`src/rtl/qru_lane.sv`:
```
`default_nettype none
// One product lane: sum of four signed products, rounded half up at the
// fraction point and saturated. Sign of each product is chosen per term.
module qru_lane #(
	parameter int COMPONENT_WIDTH = 16
) (
	input  wire logic clk,
	input  wire logic signed [COMPONENT_WIDTH-1:0] a [4],
	input  wire logic signed [COMPONENT_WIDTH-1:0] b [4],
	input  wire logic [3:0] neg,
	output logic signed [COMPONENT_WIDTH-1:0] sum
);
	localparam int Fr = COMPONENT_WIDTH - 2;
	localparam int Pw = 2 * COMPONENT_WIDTH + 1;
	localparam int Sw = Pw + 3;

	logic signed [Pw-1:0] p_s1 [4];

	always_ff @(posedge clk) begin
		for (int i = 0; i < 4; i++) begin
			if (neg[i]) p_s1[i] <= -(Pw'(a[i]) * Pw'(b[i]));
			else p_s1[i] <= Pw'(a[i]) * Pw'(b[i]);
		end
	end

	logic signed [Sw-1:0] tot, rnd;
	logic signed [Sw-1:0] hi, lo;
	always_comb begin
		tot = Sw'(p_s1[0]) + Sw'(p_s1[1]) + Sw'(p_s1[2]) + Sw'(p_s1[3])
			+ (Sw'(1) <<< (Fr - 1));
		rnd = tot >>> Fr;
		hi = (Sw'(1) <<< (COMPONENT_WIDTH - 1)) - Sw'(1);
		lo = -hi - Sw'(1);
	end

	always_ff @(posedge clk) begin
		if (rnd > hi) sum <= hi[COMPONENT_WIDTH-1:0];
		else if (rnd < lo) sum <= lo[COMPONENT_WIDTH-1:0];
		else sum <= rnd[COMPONENT_WIDTH-1:0];
	end
endmodule
`default_nettype wire

```
`config.mk`:
```
export PLATFORM = sky130hd
export DESIGN_NAME = qru_lane
export DESIGN_NICKNAME = d
export VERILOG_FILES = /design/src/rtl/qru_lane.sv
export SDC_FILE = /design/constraint.sdc
export NUM_CORES = 2
export LEC_CHECK = 0
export CAP_MARGIN = 20
export CORE_ASPECT_RATIO = 1.1
export CORE_MARGIN = 2
export CORE_UTILIZATION = 51
export DETAILED_ROUTE_END_ITERATION = 7
export DONT_BUFFER_PORTS = 1
export MAX_ROUTING_LAYER = met4
export PLACE_DENSITY = 0.65
export SKIP_CTS_REPAIR_TIMING = 1
export SLEW_MARGIN = 15
export SYNTH_ARGS = -nofsm -noshare
export SYNTH_HDL_FRONTEND = slang
export SYNTH_SLANG_ARGS = --single-unit
```
`constraint.sdc`:
```
create_clock -name clk -period 18.4 [get_ports clk]
set_input_delay 1.84 -clock clk [delete_from_list [all_inputs] [get_ports clk]]
set_output_delay 1.84 -clock clk [all_outputs]
set_load 0.05 [all_outputs]
```
Word-level counts from Yosys, hierarchy flattened
Memories as Yosys holds them, arrays and structs flattened.
Cells that the tools add are included.
{"block": "op_classes", "add_sub_neg": 8, "n_mul": 4, "n_lt_le_gt_ge": 2, "muxes": 17, "bitwise": 4}
{"op": "two-way mux 33 bit", "n": 4}
{"op": "negator 33 bit", "n": 4}
{"op": "multiplier 16 x 16 -> 32 bit", "n": 4}
{"op": "adder 35 x 33 -> 36 bit", "n": 1}
{"op": "adder 36 x 15 -> 36 bit (second input constant)", "n": 1}
{"op": "adder 34 x 33 -> 35 bit", "n": 1}
{"op": "adder 33 x 33 -> 34 bit", "n": 1}
{"op": "greater-than comparator 22 x 16 -> 1 bit (second input constant)", "n": 1}
{"op": "< comparator 22 x 16 -> 1 bit (second input constant)", "n": 1}
{"op": "two-way mux 16 bit", "n": 1}
{"op": "two-way mux 1 bit", "n": 12}
{"op": "bitwise OR 1 bit", "n": 4}
{"block": "word_totals", "reg_bits": 16, "mem_bits_rw": 132, "in_bits": 133, "out_inout_bits": 16, "word_cells": 37, "mem_count": 1}
{"memory": "p_s1", "depth": 4, "word_bits": 33, "rd": 4, "rd_ports_with_merged_regs": 0, "write_ports": 4, "line_no": "17", "rtl": "logic signed [Pw-1:0] p_s1 [4];"}

Depth between registers and ports, before layout
An unclocked memory read counts as a cell.
{"block": "depth", "word_depth": 7, "mapped_depth": 27, "depth_no_buf": 23}

Worst setup path before layout
OpenSTA, ideal clock, no wires.
{"block": "synth_path", "path_type": "input-to-reg", "from": "in a[27] in the netlist's numbering", "to": "mem p_s1[2][30] in the netlist's numbering", "arrival_time_ns": 8.544, "t_required_ns": 18.256, "setup_slack_ns": 9.711, "stages": 24, "cell_sequence": "clkbuf_1 nand2_1 fa_1 fa_1 fa_1 inv_1 fa_1 fa_1 inv_1 fa_1 inv_1 ha_1 and3_4 and3_4 buf_6 a221o_1 a21o_1 a2111oi_4 a311oi_2 or3b_4 or4b_1 buf_2 o41ai_1 xor2_1"}
{"item": "start: declaration", "line_no": "8", "rtl": "input wire logic signed [COMPONENT_WIDTH-1:0] a [4],"}
{"item": "end: declaration", "line_no": "17"}

==> out/metrics.cfg <==
[worst_setup_path]
r2r-start=p_s1[3][12]
worst-setup-path-type=input port to flop
critPathRequiredTime_ns=18.77
critPathLaunchType=input port
startpoint=a[40]
path_max_fanout=16
end_kind=flop
cp.arrival_ns=8.97

[finish]
layout_commonest_cell=inv_1
n_antenna_cell=0
multiInputGateArea_um2=41100
final_cell_mix=inv_1, fa_1, nand2_1, and2_1, ha_1
final_cell_count_no_fill=6508
areaGrowthSynthToFinish_pct=3.05
drive_above_1_share_pct=1.24
fillers=8873
seqCellArea_um2=2960
final_nets=6869

[global_route]
gr-total-overflow=0
grt_util_met1_pct=32.5
top_usage_layer=met2
grt_util_all_layers_pct=25.0
grt_start_max_net_pins=35
grt_pass1_vias=37400
grt_pass1_wl_mm=193
antenna_found_initial=1
use_met2_pct=42.9
use_met3_pct=2.42

[routing]
postRouteWirelength_mm=114
first_pass_iters=5
vias=35000
drtAntennaViolNets=0
drc_errors=0
viasPerCell=5.38
wire_per_inst_um=17.5
drt_iter0_markers=1857

[synthesis]
yosys_warnings=0
synth_area_um2=49200
synth-seq-cells=148
async_reset_ff_share_pct=0
synth_cells=5376
synth_edf_count=0
ys_types=78
ys.flop_type=dfxtp_1
syn_avg_cell_area_um2=9.14
syn-num-nets=7020
ys_seq_area_share_pct=6.03

[placed_design]
globalplace.congestion=0.892
dp_hpwl_mm=96.6
port_buffers=0
dp_cells=6476

[sta]
fmax_mhz=116
finalSetupTns_ns=0
skew_ns=0.00855
hold_viol_final=0
relSlewSlack_pct=32.6
finalSetupViolCount=0
rsz0062_at_grt=false
layout_min_cycle_time_ns=8.60
tightest_slew_ns=0.985
fin_crit_sh_pct=46.7
drv_slew=0

[clock_tree]
clock_latency_ns=0.45
h-tree-depth=4
cts-root-buf=clkbuf_16
cts_tree=done
cts_buffer_depth=2
cts_inserted_buffers=17
cts_sinks=148
path_clk_slew_ns=0.06

[floorplanning]
rows=119
die_area_um2=98900
pin_count=149
fp.dieW_um=300
die_h_um=330
core_um2=95600
start_util_pct=51.4

[flow_run]
max-cap-violations=0

[run_status]
status=finished, final reports clean

[hold_path]
min-delay-path-class=flop to flop
hp-start=p_s1[0][13]

-- kinds of logic after synthesis --
family                   Yosys count  share of synthesized area, %
AND/OR/NAND/NOR                 1543                          15.9
adder cells (fa/ha/maj)         1511                          55.5
buffers and inverters           1351                          10.4
AO/OA/AOI/OAI                    558                          7.47
XOR/XNOR                         259                          4.61
flip-flops                       148                          6.03
multiplexers                       6                         0.125
-- through the flow --
stage / worst slack, ns / hold slack (ns) / util [%] / cell area [um2]
6_report: 9.80 / 1.23 / 53.0 / 50700
5_1_grt: 9.41 / 1.32 / 53.0 / 50700
4_1_cts: 9.84 / 1.23 / 53.0 / 50700
3_5_place_dp: 9.43 / 1.20 / 52.4 / 50100
3_3_place_gp: 9.49 / 1.15 / 52.4 / 50100
2_1_floorplan: 9.71 / 0.929 / - / 49200
-- sequential cells by signal (all words and copies together), names as in the netlist --
signal	count
p_s1	132
sum	16
-- area by class of cell --
cell class / instances / share of cell area, %
multi-input cells: 3877 / 81.1
clock buffers: 19 / 0.894
flip-flops and latches: 148 / 5.85
well taps: 1270 / 3.14
clock inverters: 13 / 0.222
inverters: 1181 / 8.75
-- worst max-delay path, cell delays in order --
cell and delay, ns:
and2_1 0.15, fa_1 0.54, inv_1 0.05, fa_1 0.46, fa_1 0.52, inv_1 0.05
fa_1 0.48, fa_1 0.49, inv_1 0.05, fa_1 0.49, inv_1 0.04, ha_1 0.38
nand4_1 0.19, or4_1 0.59, and3_1 0.24, a211oi_1 0.52, or2_2 0.24, o211ai_1 0.10
a2111oi_0 0.55, or4b_1 0.55, o31ai_1 0.28, xnor2_1 0.16
-- final timing paths --
check                endpoint  slack (ns)  cells past startpoint
hold reg to reg        sum[0]        1.23                      4
hold / removal         sum[0]        1.23                      4
setup / recovery  p_s1[1][29]        9.80                     22
setup reg to reg       sum[8]       12.54                     14
-- Yosys cell counts, types with 11 or more instances --
library cell | n | share of area (%)
inv_1 | 1181 | 9.0
fa_1 | 1114 | 45
nand2_1 | 606 | 4.6
and2_1 | 513 | 6.5
ha_1 | 397 | 10
xnor2_1 | 194 | 3.5
clkbuf_1 | 164 | 1.3
dfxtp_1 | 148 | 6.0
o21ai_0 | 147 | 1.5
nor2_1 | 128 | 0.98
a21oi_1 | 120 | 1.2
xor2_1 | 65 | 1.2
nand2b_1 | 58 | 0.74
o31ai_1 | 42 | 0.64
a21o_1 | 39 | 0.60
nor3_1 | 39 | 0.40
nand3_1 | 36 | 0.37
a211oi_1 | 26 | 0.40
or3_1 | 25 | 0.32
nand4_1 | 23 | 0.29
nor2b_1 | 22 | 0.28
a31oi_1 | 21 | 0.27
and3_1 | 19 | 0.24
o211ai_1 | 18 | 0.27
o41ai_1 | 17 | 0.30
or2_2 | 14 | 0.18
o21a_1 | 13 | 0.20
or4_1 | 12 | 0.18
and4_1 | 11 | 0.20
-- routing by layer --
layer	routed length [um]	share of wire, %
met5	0	0
met4	2230	2.0
met3	4670	4.1
met2	58600	52
met1	48200	42
Power is left out: the tool's default activity adds up to more than one toggle a clock period on the data nets, which glitch-free logic cannot reach.
