===== config.mk =====
export PLATFORM = sky130hd
export DESIGN_NAME = qru_cordic
export DESIGN_NICKNAME = d
export VERILOG_FILES = /design/src/rtl/qru_pkg.sv /design/src/rtl/qru_cordic.sv
export SDC_FILE = /design/constraint.sdc
export NUM_CORES = 2
export LEC_CHECK = 0
export BUFFER_PORTS_ARGS = -buffer_cell sky130_fd_sc_hd__buf_2
export CAP_MARGIN = 10
export CELL_PAD_IN_SITES_DETAIL_PLACEMENT = 0
export CELL_PAD_IN_SITES_GLOBAL_PLACEMENT = 1
export CORE_AREA = 2 2 271 273
export DETAILED_ROUTE_END_ITERATION = 10
export DIE_AREA = 0 0 273 275
export PLACE_DENSITY_LB_ADDON = 0.1
export SETUP_SLACK_MARGIN = 0.5
export SLEW_MARGIN = 20
export SYNTH_ARGS = -nofsm -noshare
export SYNTH_HDL_FRONTEND = slang
export SYNTH_SLANG_ARGS = --single-unit

===== constraint.sdc =====
create_clock -name clk -period 10.2 [get_ports clk]
set_input_delay 2.04 -clock clk [delete_from_list [all_inputs] [get_ports clk]]
set_output_delay 2.04 -clock clk [all_outputs]
set_load 0.01 [all_outputs]

===== src/rtl/qru_pkg.sv =====
`default_nettype none
package qru_pkg;

	typedef enum logic [3:0] {
		MODE_MAKE_X   = 4'd0,
		MODE_MAKE_Y   = 4'd1,
		MODE_MAKE_Z   = 4'd2,
		MODE_MAKE_AX  = 4'd3,
		MODE_PRE_X    = 4'd4,
		MODE_PRE_Y    = 4'd5,
		MODE_PRE_Z    = 4'd6,
		MODE_POST_X   = 4'd7,
		MODE_POST_Y   = 4'd8,
		MODE_POST_Z   = 4'd9,
		MODE_RMUL     = 4'd10,
		MODE_LMUL     = 4'd11,
		MODE_LOAD     = 4'd12,
		MODE_CONJ     = 4'd13,
		MODE_XFORM    = 4'd14,
		MODE_NONE     = 4'd15
	} mode_t;

	typedef enum logic [2:0] {
		ST_IDLE,
		ST_CORDIC,
		ST_AXIS,
		ST_HAM1,
		ST_HAM2,
		ST_DONE
	} state_t;

	localparam int CordicFrac = 30;
	localparam logic signed [63:0] CordicGain = 64'sd652032874;

	// Arctangent of 2^-i in units where 2^31 means pi.
	function automatic logic signed [63:0] atan_lookup(input logic [4:0] i);
		logic signed [63:0] r;
		unique case (i)
			5'd0: r = 64'sd536870912;  5'd1: r = 64'sd316933406;
			5'd2: r = 64'sd167458907;  5'd3: r = 64'sd85004756;
			5'd4: r = 64'sd42667331;   5'd5: r = 64'sd21354465;
			5'd6: r = 64'sd10680862;   5'd7: r = 64'sd5340245;
			5'd8: r = 64'sd2670163;    5'd9: r = 64'sd1335087;
			5'd10: r = 64'sd667544;    5'd11: r = 64'sd333772;
			5'd12: r = 64'sd166886;    5'd13: r = 64'sd83443;
			5'd14: r = 64'sd41722;     5'd15: r = 64'sd20861;
			5'd16: r = 64'sd10430;     5'd17: r = 64'sd5215;
			5'd18: r = 64'sd2608;      5'd19: r = 64'sd1304;
			5'd20: r = 64'sd652;       5'd21: r = 64'sd326;
			5'd22: r = 64'sd163;       5'd23: r = 64'sd81;
			5'd24: r = 64'sd41;        5'd25: r = 64'sd20;
			5'd26: r = 64'sd10;        5'd27: r = 64'sd5;
			5'd28: r = 64'sd3;         5'd29: r = 64'sd1;
			5'd30: r = 64'sd1;         default: r = 64'sd0;
		endcase
		return r;
	endfunction

endpackage
`default_nettype wire


===== src/rtl/qru_cordic.sv =====
`default_nettype none
module qru_cordic #(
	parameter int COMPONENT_WIDTH = 16,
	parameter int ANGLE_WIDTH = 16,
	parameter int CORDIC_STEPS = 16
) (
	input  wire logic clk,
	input  wire logic arst_n,
	input  wire logic start,
	input  wire logic signed [ANGLE_WIDTH-1:0] angle,
	output logic done,
	output logic signed [COMPONENT_WIDTH-1:0] sin_out,
	output logic signed [COMPONENT_WIDTH-1:0] cos_out
);
	localparam int FracBits = COMPONENT_WIDTH - 2;
	localparam int Sh = qru_pkg::CordicFrac - FracBits;
	localparam int IterW = $clog2(CORDIC_STEPS + 1);

	logic signed [63:0] x_q, y_q, z_q;
	logic [IterW-1:0] iter_q;
	logic busy_q;

	function automatic logic signed [COMPONENT_WIDTH-1:0] out_round(
		input logic signed [63:0] v);
		logic signed [63:0] r, hi, lo;
		hi = (64'sd1 <<< (COMPONENT_WIDTH - 1)) - 64'sd1;
		lo = -hi - 64'sd1;
		if (Sh == 0) r = v;
		else r = (v + (64'sd1 <<< (Sh > 0 ? Sh - 1 : 0))) >>> Sh;
		if (r > hi) r = hi;
		else if (r < lo) r = lo;
		return r[COMPONENT_WIDTH-1:0];
	endfunction

	logic signed [63:0] z_init;
	always_comb begin
		if (ANGLE_WIDTH <= 31)
			z_init = 64'(angle) <<< (31 - ANGLE_WIDTH);
		else
			z_init = 64'(angle) >>> 1;
	end

	logic [4:0] it5;
	assign it5 = 5'(iter_q);

	always_ff @(posedge clk or negedge arst_n) begin
		if (!arst_n) begin
			busy_q <= 1'b0;
			iter_q <= '0;
			done <= 1'b0;
		end else begin
			done <= 1'b0;
			if (start) begin
				busy_q <= 1'b1;
				iter_q <= '0;
			end else if (busy_q) begin
				if (iter_q == IterW'(CORDIC_STEPS - 1)) begin
					busy_q <= 1'b0;
					done <= 1'b1;
				end
				iter_q <= iter_q + IterW'(1);
			end
		end
	end

	always_ff @(posedge clk) begin
		if (start) begin
			x_q <= qru_pkg::CordicGain;
			y_q <= '0;
			z_q <= z_init;
		end else if (busy_q) begin
			if (z_q >= 0) begin
				x_q <= x_q - (y_q >>> it5);
				y_q <= y_q + (x_q >>> it5);
				z_q <= z_q - qru_pkg::atan_lookup(it5);
			end else begin
				x_q <= x_q + (y_q >>> it5);
				y_q <= y_q - (x_q >>> it5);
				z_q <= z_q + qru_pkg::atan_lookup(it5);
			end
		end
	end

	assign cos_out = out_round(x_q);
	assign sin_out = out_round(y_q);
endmodule
`default_nettype wire


# Word level (Yosys, flattened, before mapping)
# Memory sizes are Yosys's and may differ from the RTL's.
# Cells that the tools add are included.
dict set report word_totals {
  out_inout_bits 33
  register_bits 199
  elab_cells 50
  romBits 1920
  in_bits 19
  memories 2
}
# name depth width rd rd_clocked_by_memory_dff write_ports line_no
set memory_table {}
lappend memory_table {{(no name shown)} 32 30 1 0 0 qru_pkg.sv:38} ;# unique case (i)
lappend memory_table {{(no name shown)} 32 30 1 0 0 qru_pkg.sv:38}
dict set report op_classes {
  magnitude_cmp 5
  n_eq_ne 1
  n_reduce_logical 1
  addsub 9
  mux 23
  shifts 2
}
# cell count
set ops {}
lappend ops {{two-way mux 64 bit} 11}
lappend ops {{adder 64 bit} 3}
lappend ops {{subtractor 64 bit} 3}
lappend ops {{adder 64 x 17 -> 64 bit (second input constant)} 2}
lappend ops {{>>> shifter 64 x 5 -> 64 bit} 2}
lappend ops {{> comparator 48 x 16 -> 1 bit (second input constant)} 2}
lappend ops {{less-than comparator 48 x 16 -> 1 bit (second input constant)} 2}
lappend ops {{>= comparator 64 x 1 -> 1 bit (second input constant)} 1}
lappend ops {{two-way mux 16 bit} 4}
lappend ops {{two-way mux 5 bit} 2}
lappend ops {{two-way mux 1 bit} 6}
lappend ops {{adder 5 x 1 -> 5 bit (second input constant)} 1}
lappend ops {{== test 5 x 4 -> 1 bit (second input constant)} 1}
lappend ops {{nonzero test 2 bit} 1}

# Logic depth before layout (Yosys ltp)
dict set report depth {
  depth_word 8
  ltp_mapped 36
}

# Worst setup path after synthesis
# Ideal clock, no wire load.
dict set report synth_timing {
  path_type {register -> register}
  start {reg iter_q[4], in the netlist it5[4]}
  end {reg z_q[63], data pin}
  stages_incl_launch_ff 34
  n_path_buf 13
  synth_period_minus_slack_ns 7.221
  setup_slack_ns 2.979
  t_required_ns 9.929
  setup_ns 0.271
  arrival_ns 6.950
  cell_sequence {dfrtp_1 > buf_2 > buf_2 > buf_1 > buf_2 > buf_2 > buf_1 > clkbuf_1 > clkbuf_1 > buf_2 > clkbuf_1 > clkbuf_1 > buf_1 > nand2_1 > o21a_1 > inv_1 > ha_1 > nand2_1 > nor3_1 > nand3b_1 > nand2b_1 > nand2_1 > xor2_1 > ha_1 > clkbuf_1 > nand4_1 > o21ai_0 > a31oi_1 > a2111oi_0 > o211ai_1 > a21oi_1 > o31ai_1 > o41ai_1 > o31ai_1}
}
dict set report synth_between {
  elab_chain_cells 8
  elab_cells_between_ends 13
  classes_between {add/sub: 2; mux: 9; memory: 2}
}
# item line_no
set synth_lines {}
lappend synth_lines {{start: declaration} qru_cordic.sv:20} ;# logic [IterW-1:0] iter_q;
lappend synth_lines {{start signal: assignment} qru_cordic.sv:61} ;# iter_q <= iter_q + IterW'(1);
lappend synth_lines {{memory read (32 x 30 bit)} --}
lappend synth_lines {{two-way mux 64 bit} qru_cordic.sv:72} ;# if (z_q >= 0) begin
lappend synth_lines {{two-way mux 64 bit} qru_cordic.sv:71} ;# end else if (busy_q) begin
lappend synth_lines {{two-way mux 64 bit} qru_cordic.sv:67} ;# if (start) begin
lappend synth_lines {{adder 64 bit / subtractor 64 bit (equally long branches)} {qru_cordic.sv:79, qru_cordic.sv:75}}
lappend synth_lines {{two-way mux 64 bit (*)} qru_cordic.sv:72}
lappend synth_lines {{two-way mux 64 bit (*)} qru_cordic.sv:71}
lappend synth_lines {{two-way mux 64 bit (*)} qru_cordic.sv:67}
lappend synth_lines {{end signal: assignment} qru_cordic.sv:70} ;# z_q <= z_init;
lappend synth_lines {{end signal: assignment} qru_cordic.sv:75} ;# z_q <= z_q - qru_pkg::atan_lookup(it5);
lappend synth_lines {{end signal: assignment} qru_cordic.sv:79} ;# z_q <= z_q + qru_pkg::atan_lookup(it5);
lappend synth_lines {{end: declaration} qru_cordic.sv:19} ;# logic signed [63:0] x_q, y_q, z_q;
# Mark *: on every way between the ends. The rest lies on a longest branch, timed or not. The select of a mux whose other input is x is not followed.
# A chain may end at the register's enable or synchronous reset.

# Worst setup path after layout
dict set report layout_timing {
  start {reg iter_q[3], in the netlist it5[3]}
  end {reg y_q[63]}
}
dict set report layout_between {
  elab_chain_cells 3
  elab_cells_between_ends 4
  classes_between {add/sub: 2; shift: 1; mux: 1}
}
# item line_no
set layout_lines {}
lappend layout_lines {{>>> shifter 64 x 5 -> 64 bit (*)} {qru_cordic.sv:74, qru_cordic.sv:78}}
lappend layout_lines {{subtractor 64 bit / adder 64 bit (equally long branches)} {qru_cordic.sv:78, qru_cordic.sv:74}}
lappend layout_lines {{two-way mux 64 bit (*)} qru_cordic.sv:72}
lappend layout_lines {{end signal: assignment} qru_cordic.sv:74} ;# y_q <= y_q + (x_q >>> it5);
lappend layout_lines {{end signal: assignment} qru_cordic.sv:78} ;# y_q <= y_q - (x_q >>> it5);
lappend layout_lines {{end: declaration} qru_cordic.sv:19}
# Mark *: on every way between the ends. The rest lies on a longest branch, timed or not.

==> results list <==
* Status: finished, final reports clean
- From synthesis to final layout, the design area changed by 2.97%.
- Highest net fanout along the worst path: 70
- In the final routed layout, each cell accounts on average for approximately 28 um.
- CTS tree: built
- The signal on the critical path passes through buf_4, mux4_2, mux2i_1, o22ai_1, nor3_1, nand4_1, or3_1, or2_2, inv_1, a41oi_1, xnor2_1, ha_1, and3_1, and3_1, or4b_2, o211a_1, a21oi_1, o211ai_1, nand3_1, o31ai_1, o41ai_1, xor2_1, a21oi_1, a31o_2.
- Unrepaired setup endpoints after global routing: no
- Worst clock skew: approximately 30 ps
* Syn. warnings: 0
* Post-placement setup slack: roughly 1600 ps
- Number of global-route vias before repair: approximately 34,000
- After technology mapping, the gate count stands at between 4,000 and 5,000.
* Count of different cell masters after synthesis: between 100 and 150
- Buffers placed on the I/O ports in this run total between 50 and 60.
- Worst Setup Slack, final: approximately 1300 ps
- Number of gates resized after cts: 0
* Chip width: 273 um
- In this run the worst setup path begins at it5[3].
- Area enclosed by the die boundary: about 75,000 um2
- Root Buffer: clkbuf_16
* Maximum Capacitance Violations: 0
* Beginning of the worst register-to-register path: it5[3]
- The most critical setup path has its endpoint at y_q[63].
* Number of nets with antenna violations after detailed routing: 0
* Final hold vios: 0
- Clock tree synthesis inserted a total of 17 buffers.
- Clock network latency to the later pin of the worst-skew pair: ~530 ps
* Slew Limit Fails: 0
* Class of the worst hold path: reg -> reg
- When the netlist entered floorplanning its net count stood at 4,825.
- Setup violations, final: 0
* Slew of the pin with the lowest slew margin: between 1000 and 1500 ps
- The worst setup path is launched from a flop.
* Number of post-CTS setup repair buffers: 0
- CTS saw approximately 200 sinks.
* DR vias: 36,800
- Endpoint of the worst-slack reg-to-reg timing path: y_q[63]
- Core area: about 72,000 um2
- STA classifies the critical path endpoint as a flop.
- Netlist Area Pre-Place: roughly 36,000 um2
* Quantity of hold-fixing buffers added after cts: 0
- Critical-path top delay cell: dfrtp_4
* H-tree depth reported by CTS: 4
- For this run, asynchronously set or reset flops after synthesis account for 0.0352.
- The cell family contributing the most delay on the critical path is simple AND/OR/NAND/NOR gates.
- Static timing analysis puts the maximum clock frequency at 0.113 GHz.
- In the final layout, the share of cells above drive strength 1 is 0.123.
- Clk buf depth: 2
- Pin count of the biggest net entering global routing: 160
* HPWL after detailed placement: 112,000 um
- Num rows: between 90 and 100
- Period utilization: 0.868
- After synthesis, the mean cell area works out to ~7.8 um2.
- First-pass GRT wire length: 220,000 um
* Overall routing resource usage: 0.385
- The critical path contains buffers and inverters numbering 2 combined.
- Routed via count divided by cell count: between 6 and 7
* Total number of cells along the worst setup path: 24
- Initial Utilization: 0.494
* Final TNS setup: 0 ps
- Critical path arrival: ~9000 ps
- For this run, the register share of the synthesized area comes to 0.126.
- Data required time at the worst endpoint: around 11,000 ps
* Filler cells: ~7,300
- The worst pin sits at a relative slew slack of 0.200.
- Among all flip-flop cells after synthesis, the most frequent one is dfxtp_1.
- After the first detailed-routing iteration, the DRC count stood at approximately 4,100.
* Die height: 275 um
- Counting flops with a built-in enable in the synthesized netlist gives a little under 50.
* Routed wire length: 148,000 um
* Worst path max stage delay: between 1000 and 1500 ps
- Final critical path time including I/O delays and setup: just under 9000 ps
- R2R cell count: 24
- Setup slack, reg-to-reg: between 1000 and 1500 ps
* Critical setup path kind: reg -> reg
* Seq cells post-synth: between 150 and 200
- Global placer's final weighted congestion: between 1 and 1.5
- IO Count: between 50 and 60
* Total gr overflow: 0
- Clock-pin slew was measured on the worst setup and hold paths at around 90 ps.
- The initial antenna violation count is 2.
- Final layout net count: around 4,600
- Detailed-routing iteration count for the pre-antenna-repair pass: 6
- In the routed design, unresolved DRC markers number 0.
registers in the layout, summed over array words and instances (netlist names):
| name | cells |
|---|---|
| done | 1 |
| x_q | 64 |
| y_q | 64 |
| z_q | 64 |
| it5 | 5 |
| busy_q | 1 |
layer usage:
layer / track usage / share of wire / vias up
li1: - / - / 16800
met4: 0.192 / 0.055 / 2
met1: 0.492 / 0.40 / 17800
met2: 0.617 / 0.45 / 1843
met3: 0.0800 / 0.090 / 389
met5: 0 / 0.000088 / -
worst min path at each step:
stage                        from      end  slack, ps  cells after the start
final                     z_q[13]  z_q[13]        480                      2
after detailed placement  z_q[11]  z_q[11]        460                      2
after CTS                 z_q[11]  z_q[11]        480                      2
after floorplan           z_q[11]  z_q[11]        430                      2
after global placement    z_q[11]  z_q[11]        450                      2
after global routing      z_q[13]  z_q[13]        500                      2
through the flow:
stage	utilization	cell area, um2	std cells	hold slack, ps
6_report	0.509	36800	5332	478
5_1_grt	0.509	36800	5331	500
4_1_cts	0.508	36800	5331	480
3_5_place_dp	0.500	36200	5299	458
3_3_place_gp	0.500	36200	5299	448
2_1_floorplan	-	35700	4598	432
cells by family (layout without fill, tap and decap cells):
family,Yosys count,count (layout),share of synthesized area
compound gates,1409,1409,0.255
xor+xnor,378,378,0.0927
fa+ha+maj,208,208,0.0735
buf+inv,476,250,0.0573
flops,199,199,0.126
mux,480,480,0.197
other cells,0,1,0
simple gates,1448,1448,0.198
cell usage after synthesis, types with 18 or more instances:
master,instances,area share
a211oi_1,54,0.011
a21o_1,146,0.031
a21oi_1,313,0.044
a221oi_1,18,0.0044
a22o_1,24,0.0059
a22oi_1,44,0.0092
a31oi_1,46,0.0081
and2_1,35,0.0061
and3_1,39,0.0068
buf_1,44,0.0046
buf_2,64,0.0090
clkbuf_1,259,0.027
dfxtp_1,143,0.080
edfxtp_1,49,0.041
ha_1,205,0.072
inv_1,86,0.0090
mux2_2,114,0.036
mux2i_1,195,0.055
mux4_2,168,0.11
nand2_1,443,0.047
nand2b_1,58,0.010
nand3_1,125,0.018
nand4_1,66,0.012
nor2_1,346,0.036
nor2b_1,47,0.0082
nor3_1,100,0.014
nor3b_1,18,0.0038
nor4_1,20,0.0035
o211ai_1,30,0.0063
o21a_1,33,0.0069
o21ai_0,360,0.050
o21bai_1,45,0.0095
o22ai_1,51,0.0089
o31ai_1,46,0.0097
or2_2,33,0.0058
or3_1,33,0.0058
xnor2_1,193,0.047
xor2_1,185,0.045
worst register-to-register path: stages, from the launching register on:
cell,delay [ps]
dfrtp_4,1060
buf_4,600
mux4_2,380
mux2i_1,570
o22ai_1,180
nor3_1,640
nand4_1,220
or3_1,570
or2_2,370
inv_1,90
a41oi_1,150
xnor2_1,160
ha_1,470
and3_1,270
and3_1,250
or4b_2,660
o211a_1,210
a21oi_1,400
o211ai_1,180
nand3_1,190
o31ai_1,140
o41ai_1,430
xor2_1,230
a21oi_1,90
a31o_2,250
area by class of cell:
| type | count | area [um2] | share of cell area |
|---|---|---|---|
| sequential | 199 | 4530 | 0.123 |
| inverter | 89 | 338 | 0.00918 |
| clock buffer | 18 | 429 | 0.0117 |
| multi-input combinational | 3923 | 29200 | 0.795 |
| tap | 959 | 1200 | 0.0326 |
| antenna | 1 | 2.50 | 0.0000680 |
| timing repair buffer | 129 | 893 | 0.0243 |
| clock inverter | 14 | 155 | 0.00422 |
layout by cell type, fill, tap and decap left out, types with 35 or more instances in the layout:
master,count
edfxtp_1,49
nor2_1,343
xor2_1,185
o21bai_1,44
a21oi_1,312
a211oi_1,54
nand2b_1,57
inv_1,83
mux2i_1,195
a22oi_1,44
nand3_1,125
nand2_1,442
o21ai_0,360
nand4_1,66
nor2b_1,45
o22ai_1,51
buf_4,75
mux4_2,168
and2_1,35
a21o_1,146
a31oi_1,46
o31ai_1,46
and3_1,39
buf_2,50
nor3_1,99
mux2_2,114
dfxtp_1,143
xnor2_1,193
ha_1,205
Power is left out: the tool's default activity adds up to more than one toggle a clock period on the data nets, which glitch-free logic cannot reach.
